===== src/design/generational_handle_pool_macros.svh =====
// Assertion macros used by the generational handle pool top level.
`ifndef GENERATIONAL_HANDLE_POOL_MACROS_SVH
`define GENERATIONAL_HANDLE_POOL_MACROS_SVH

// Checks that the consequent holds in the same cycle as the antecedent.
`define GHP_ASSERT_NOW(lbl, ante, cons, msg) \
  lbl: assert property (@(posedge clk) disable iff (!rst_n) (ante) |-> (cons)) else $error(msg);

// Checks that the consequent holds in the cycle after the antecedent.
`define GHP_ASSERT_NEXT(lbl, ante, cons, msg) \
  lbl: assert property (@(posedge clk) disable iff (!rst_n) (ante) |=> (cons)) else $error(msg);

`endif


===== src/design/ghp_pkg.sv =====
// Types and constants shared by the generational handle pool modules.
package ghp_pkg;

  typedef enum logic [1:0] {
    MODE_CREATE  = 2'd0,
    MODE_UPDATE  = 2'd1,
    MODE_DESTROY = 2'd2,
    MODE_LOOKUP  = 2'd3
  } ghp_mode_t;

  typedef enum logic [1:0] {
    ST_OK        = 2'd0,
    ST_MALFORMED = 2'd1,
    ST_STALE     = 2'd2,
    ST_FULL      = 2'd3
  } ghp_status_t;

  // Slots are scanned in groups of this many by the free slot finder.
  localparam int GROUP_SIZE = 8;

  typedef struct packed {
    ghp_mode_t   mode;
    logic [7:0]  handle_index;
    logic [15:0] handle_generation;
    logic [63:0] payload_in;
  } ghp_in_item_t;

  typedef struct packed {
    logic        ok;
    ghp_status_t status;
    logic [5:0]  index_out;
    logic [15:0] generation_out;
    logic [63:0] payload_out;
  } ghp_out_item_t;

  // Result of the free slot search.
  typedef struct packed {
    logic       found;
    logic [7:0] slot;
  } ghp_free_t;

endpackage


===== src/design/ghp_free_finder.sv =====
// Two-stage registered search for the lowest-numbered slot that is not alive.
module ghp_free_finder #(
  parameter int SLOT_COUNT = 64
) (
  input  logic                  clk,
  input  logic                  rst_n,
  input  logic [SLOT_COUNT-1:0] alive_i,
  output ghp_pkg::ghp_free_t    free_o
);
  import ghp_pkg::*;

  localparam int NG = (SLOT_COUNT + GROUP_SIZE - 1) / GROUP_SIZE;
  localparam int PW = NG * GROUP_SIZE;

  logic [PW-1:0] free_pad;
  logic [NG-1:0] grp_any_nxt;
  logic [NG-1:0] grp_any_r;
  logic [2:0]    grp_low_nxt [NG];
  logic [2:0]    grp_low_r   [NG];
  ghp_free_t     free_nxt;
  ghp_free_t     free_r;

  // Padding slots above the pool size read as taken.
  assign free_pad = PW'(~alive_i);

  always_comb begin
    for (int g = 0; g < NG; g++) begin
      grp_any_nxt[g] = 1'b0;
      grp_low_nxt[g] = 3'd0;
      for (int b = GROUP_SIZE - 1; b >= 0; b--) begin
        if (free_pad[g*GROUP_SIZE + b]) begin
          grp_any_nxt[g] = 1'b1;
          grp_low_nxt[g] = 3'(b);
        end
      end
    end
  end

  always_comb begin
    free_nxt = '0;
    for (int g = NG - 1; g >= 0; g--) begin
      if (grp_any_r[g]) begin
        free_nxt.found = 1'b1;
        free_nxt.slot  = 8'(g * GROUP_SIZE + int'(grp_low_r[g]));
      end
    end
  end

  // Reset values match a pool with every slot free.
  always_ff @(posedge clk) begin
    if (!rst_n) begin
      grp_any_r <= '1;
      for (int g = 0; g < NG; g++) begin
        grp_low_r[g] <= 3'd0;
      end
      free_r <= '{found: 1'b1, slot: 8'd0};
    end else begin
      grp_any_r <= grp_any_nxt;
      for (int g = 0; g < NG; g++) begin
        grp_low_r[g] <= grp_low_nxt[g];
      end
      free_r <= free_nxt;
    end
  end

  assign free_o = free_r;

endmodule


===== config.mk =====
export PLATFORM = sky130hd
export DESIGN_NAME = ghp_free_finder
export DESIGN_NICKNAME = d
export VERILOG_FILES = /design/src/design/generational_handle_pool_macros.svh /design/src/design/ghp_pkg.sv /design/src/design/ghp_free_finder.sv
export SDC_FILE = /design/constraint.sdc
export NUM_CORES = 1
export LEC_CHECK = 0
export ABC_AREA = 1
export BUFFER_PORTS_ARGS = -buffer_cell sky130_fd_sc_hd__buf_2
export CAP_MARGIN = 30
export CORE_ASPECT_RATIO = 1.1
export CORE_UTILIZATION = 49
export CTS_BUF_LIST = sky130_fd_sc_hd__clkbuf_4 sky130_fd_sc_hd__clkbuf_8
export CTS_CLUSTER_SIZE = 8
export DETAILED_ROUTE_END_ITERATION = 8
export GPL_ROUTABILITY_DRIVEN = 0
export GPL_TIMING_DRIVEN = 0
export HOLD_SLACK_MARGIN = 0.08
export PLACE_DENSITY = 0.82
export SYNTH_ARGS = -nofsm -noshare
export SYNTH_HDL_FRONTEND = slang
export SYNTH_SLANG_ARGS = --single-unit

===== constraint.sdc =====
create_clock -name clk -period 1.3 [get_ports clk]
set_clock_uncertainty 0.15 [all_clocks]
set_input_delay 0.065 -clock clk [delete_from_list [all_inputs] [get_ports clk]]
set_output_delay 0.065 -clock clk [all_outputs]
set_load 0.01 [all_outputs]

==> results.txt <==
The sequential element share of the synthesized area came out at 0.449. The library cell appearing most often on the critical path is sky130_fd_sc_hd__nand2_1. The row count is 22. The required time of the worst setup path came out at 1.45 ns.

The highest cell delay on the worst timing path came out at 0.37 ns. The tree is rooted in a sky130_fd_sc_hd__clkbuf_4. The achievable clock frequency came out at 0.698 GHz. For this run the aggregate overflow at the end of global routing stands at 0. On the critical path, the stage with the largest delay is an instance of sky130_fd_sc_hd__dfxtp_2. The number of max-slew violations in the final report came out at 0.

Synthesis instantiated 16 different standard cells from the library. The power density normalized to cell area is 848 nW/um^2. The worst ir drop on vdd came out at 0.768 mV. Compared with the post-synthesis result, the final layout area differs by 71.0%.

The minimum hold slack came out at 0.0454 ns. The I/O pin count is 75. The post-route core utilization came out at 0.886. The max-slew headroom at the worst pin came out at 0.629. The clock tree from TritonCTS is done. The tool flagged a number of max-cap violations equal to 0. From bottom edge to top edge, the die measures 64.5 um. The number of inserted diodes is 0.

The cell family contributing the most delay on the critical path is simple AND/OR/NAND/NOR gates. The number of hold violations in the final report came to 0. The worst reg-to-reg setup slack is -0.13 ns. The average instance area after synthesis came out at 6.80 um^2.

The setup path with the least slack is of type reg2reg. Overall power consumption after layout is estimated at 2.52 mW. The net count reported at finish is 464. The sink count of the clock tree is 39. The pre-antenna-repair detailed-routing pass consisted of 5 iterations.

For this run, the total global-route usage over all layers was measured as 0.398. In this run the deepest clock path goes through 2 buffers. The synthesized design contains 0 enable-type register cells. In this run the standard cell core region covers 3360 um^2. The via density per instance came out at 6.01. The area enclosed by the die boundary came out at 3790 um^2.

The number of global-route vias before repair was 2,562. The initial cell density of the core is 0.518. Detailed placement finished with a half-perimeter wire length of 3040 um. The DRC marker count from the first detailed-route iteration is 360. The number of routed nets with antenna violations is 0. The first global-routing pass estimated 11,200 um of wire. The summed instance area of the synthesized netlist came out at 1740 um^2. The count of final setup violators came out at 6. The arrival time at the worst endpoint came out at 1.58 ns. The transition time of the tightest slew-check pin is 0.552 ns. In this run the post-CTS setup repair buffer count came out at 0.

For this run, asynchronously set or reset flops after synthesis account for 0. The synthesized instance count came out at 256. The number of storage elements in the synthesis netlist is 39. The checks that failed: setup timing. The flow ran to the end, but the final reports show violations. The number of input and output port buffers inserted came out at 72. The min-delay analysis places its worst path in the category in2reg. The final wirelength came out at 8920 um. The count of yosys warnings during synthesis came out at 0. The signal on the critical path passes through or2_4 > nor2_1 > nand2_1 > nand2_1 > nand2_1 > nand2_1.

The final cycle utilization of the critical path came out at 1.10. The layout cell share with drive strength beyond 1 is 0.246. The setup slack of the critical path after layout came out at -0.132 ns. The total vias in the final route is 2,685. The clock insertion delay at the later pin of the skew report came out at 0.36 ns. The top fanout value on the critical path is 5. The initial antenna violation count was 0. The combined buffer and inverter count along the critical path is 0. After layout, the minimum clock period comes to 1.43 ns. Clock tree synthesis inserted a total of 5 buffers. The depth of the CTS H-tree is 2. The die is 58.8 um wide. STA classifies the critical path endpoint as a register. The CTS clock-pin slew for the worst setup and hold paths is 0.12 ns.

The prevailing post-synth register cell is sky130_fd_sc_hd__dfxtp_1. The leakage power is 1.42 nW. Setup repair after global routing could not meet its margin everywhere. The detail-routed net length per standard cell is 20.0 um. Entering global routing, the biggest net connects 12 pins. The launching element type of the critical path is a register. After detailed routing, the number of remaining DRC violations is 0.
kinds of logic (layout without fill, tap and decap cells):
group,after synthesis,count (layout),synth area share
flip-flops,39,39,0.449
other,1,2,0.00215
AND/OR/NAND/NOR,142,142,0.331
AO/OA/AOI/OAI,42,42,0.136
buffers and inverters,32,174,0.0820
timing repair:
item | in CTS | in global routing
hold buffers | 70 | 4
hold endpoints to repair | 38 | 2
setup endpoints to repair | 0 | 11
resized for setup | 0 | 26
layer usage:
metal	part of all wire	routed length, um	track usage
met1	0.33	2930	0.377
met2	0.46	4110	0.693
met3	0.11	996	0.114
met4	0.099	884	0.324
met5	0	0	0
final cells by class:
| class | instances | area, um^2 |
|---|---|---|
| fillers | 148 | 383 |
| clock buffers | 8 | 72.6 |
| plain buffers | 4 | 37.5 |
| repair buffers | 134 | 1040 |
| well taps | 48 | 60.1 |
| inverters | 28 | 108 |
| flip-flops and latches | 39 | 792 |
| multi-input cells | 186 | 870 |
tightest hold or removal path, cell delays in order:
cell and delay [ns]:
sky130_fd_sc_hd__dlymetal6s4s_1 0.27, sky130_fd_sc_hd__nand2_1 0.12, sky130_fd_sc_hd__nor3_1 0.07
sequential cells by signal, indices dropped and copies added (netlist names):
name and cells:
free_o 7, grp_any_r 8, grp_low_r 24
where the power goes:
| part | internal (mW) | leakage, nW | switching (mW) |
|---|---|---|---|
| sequential | 1.22 | 0.316 | 0.0149 |
| clock | 0.339 | 0.0420 | 0.422 |
| combinational | 0.271 | 1.06 | 0.256 |
path summary, 6_finish.rpt:
check / start / end / cells after the start
min: alive_i[42] / grp_low_r[1][5] / 3
max: grp_any_r[3] / free_o[2] / 6
max reg2reg: grp_any_r[3] / free_o[2] / 6
min reg2reg: grp_low_r[0][1] / free_o[1] / 2
cell usage in the layout, fill, tap and decap left out, types with 3 or more instances in the layout:
master,instances
sky130_fd_sc_hd__a21boi_0,5
sky130_fd_sc_hd__a21oi_1,10
sky130_fd_sc_hd__a21oi_2,7
sky130_fd_sc_hd__a31oi_1,11
sky130_fd_sc_hd__buf_2,62
sky130_fd_sc_hd__buf_4,3
sky130_fd_sc_hd__clkbuf_4,6
sky130_fd_sc_hd__dfxtp_1,34
sky130_fd_sc_hd__dfxtp_2,3
sky130_fd_sc_hd__dlygate4sd3_1,70
sky130_fd_sc_hd__inv_1,25
sky130_fd_sc_hd__nand2_1,71
sky130_fd_sc_hd__nand2_2,6
sky130_fd_sc_hd__nand3_1,15
sky130_fd_sc_hd__nor2_1,33
sky130_fd_sc_hd__nor3_1,13
sky130_fd_sc_hd__o21ai_0,9
Yosys cell counts (2+ instances only):
library cell,n,area share
sky130_fd_sc_hd__nand3_1,16,0.046
sky130_fd_sc_hd__inv_2,2,0.0043
sky130_fd_sc_hd__o21ai_0,9,0.026
sky130_fd_sc_hd__inv_1,26,0.056
sky130_fd_sc_hd__nand2_1,77,0.17
sky130_fd_sc_hd__dfxtp_1,39,0.45
sky130_fd_sc_hd__buf_4,3,0.013
sky130_fd_sc_hd__a21oi_1,17,0.049
sky130_fd_sc_hd__nor3_1,13,0.037
sky130_fd_sc_hd__a21boi_0,5,0.022
sky130_fd_sc_hd__a31oi_1,11,0.040
sky130_fd_sc_hd__nor2_1,34,0.073
metrics by stage:
step           area (um^2)  TNS (ns)  setup slack (ns)  std cells
4_1_cts               2940         0           0.00300        455
5_1_grt               2980    -0.636            -0.170        447
3_5_place_dp          2160         0             0.130        377
2_1_floorplan         1740         0             0.260        257
3_3_place_gp          2160         0             0.148        377
6_report              2980    -0.278            -0.132        447
(Power assumes the default switching activity.)
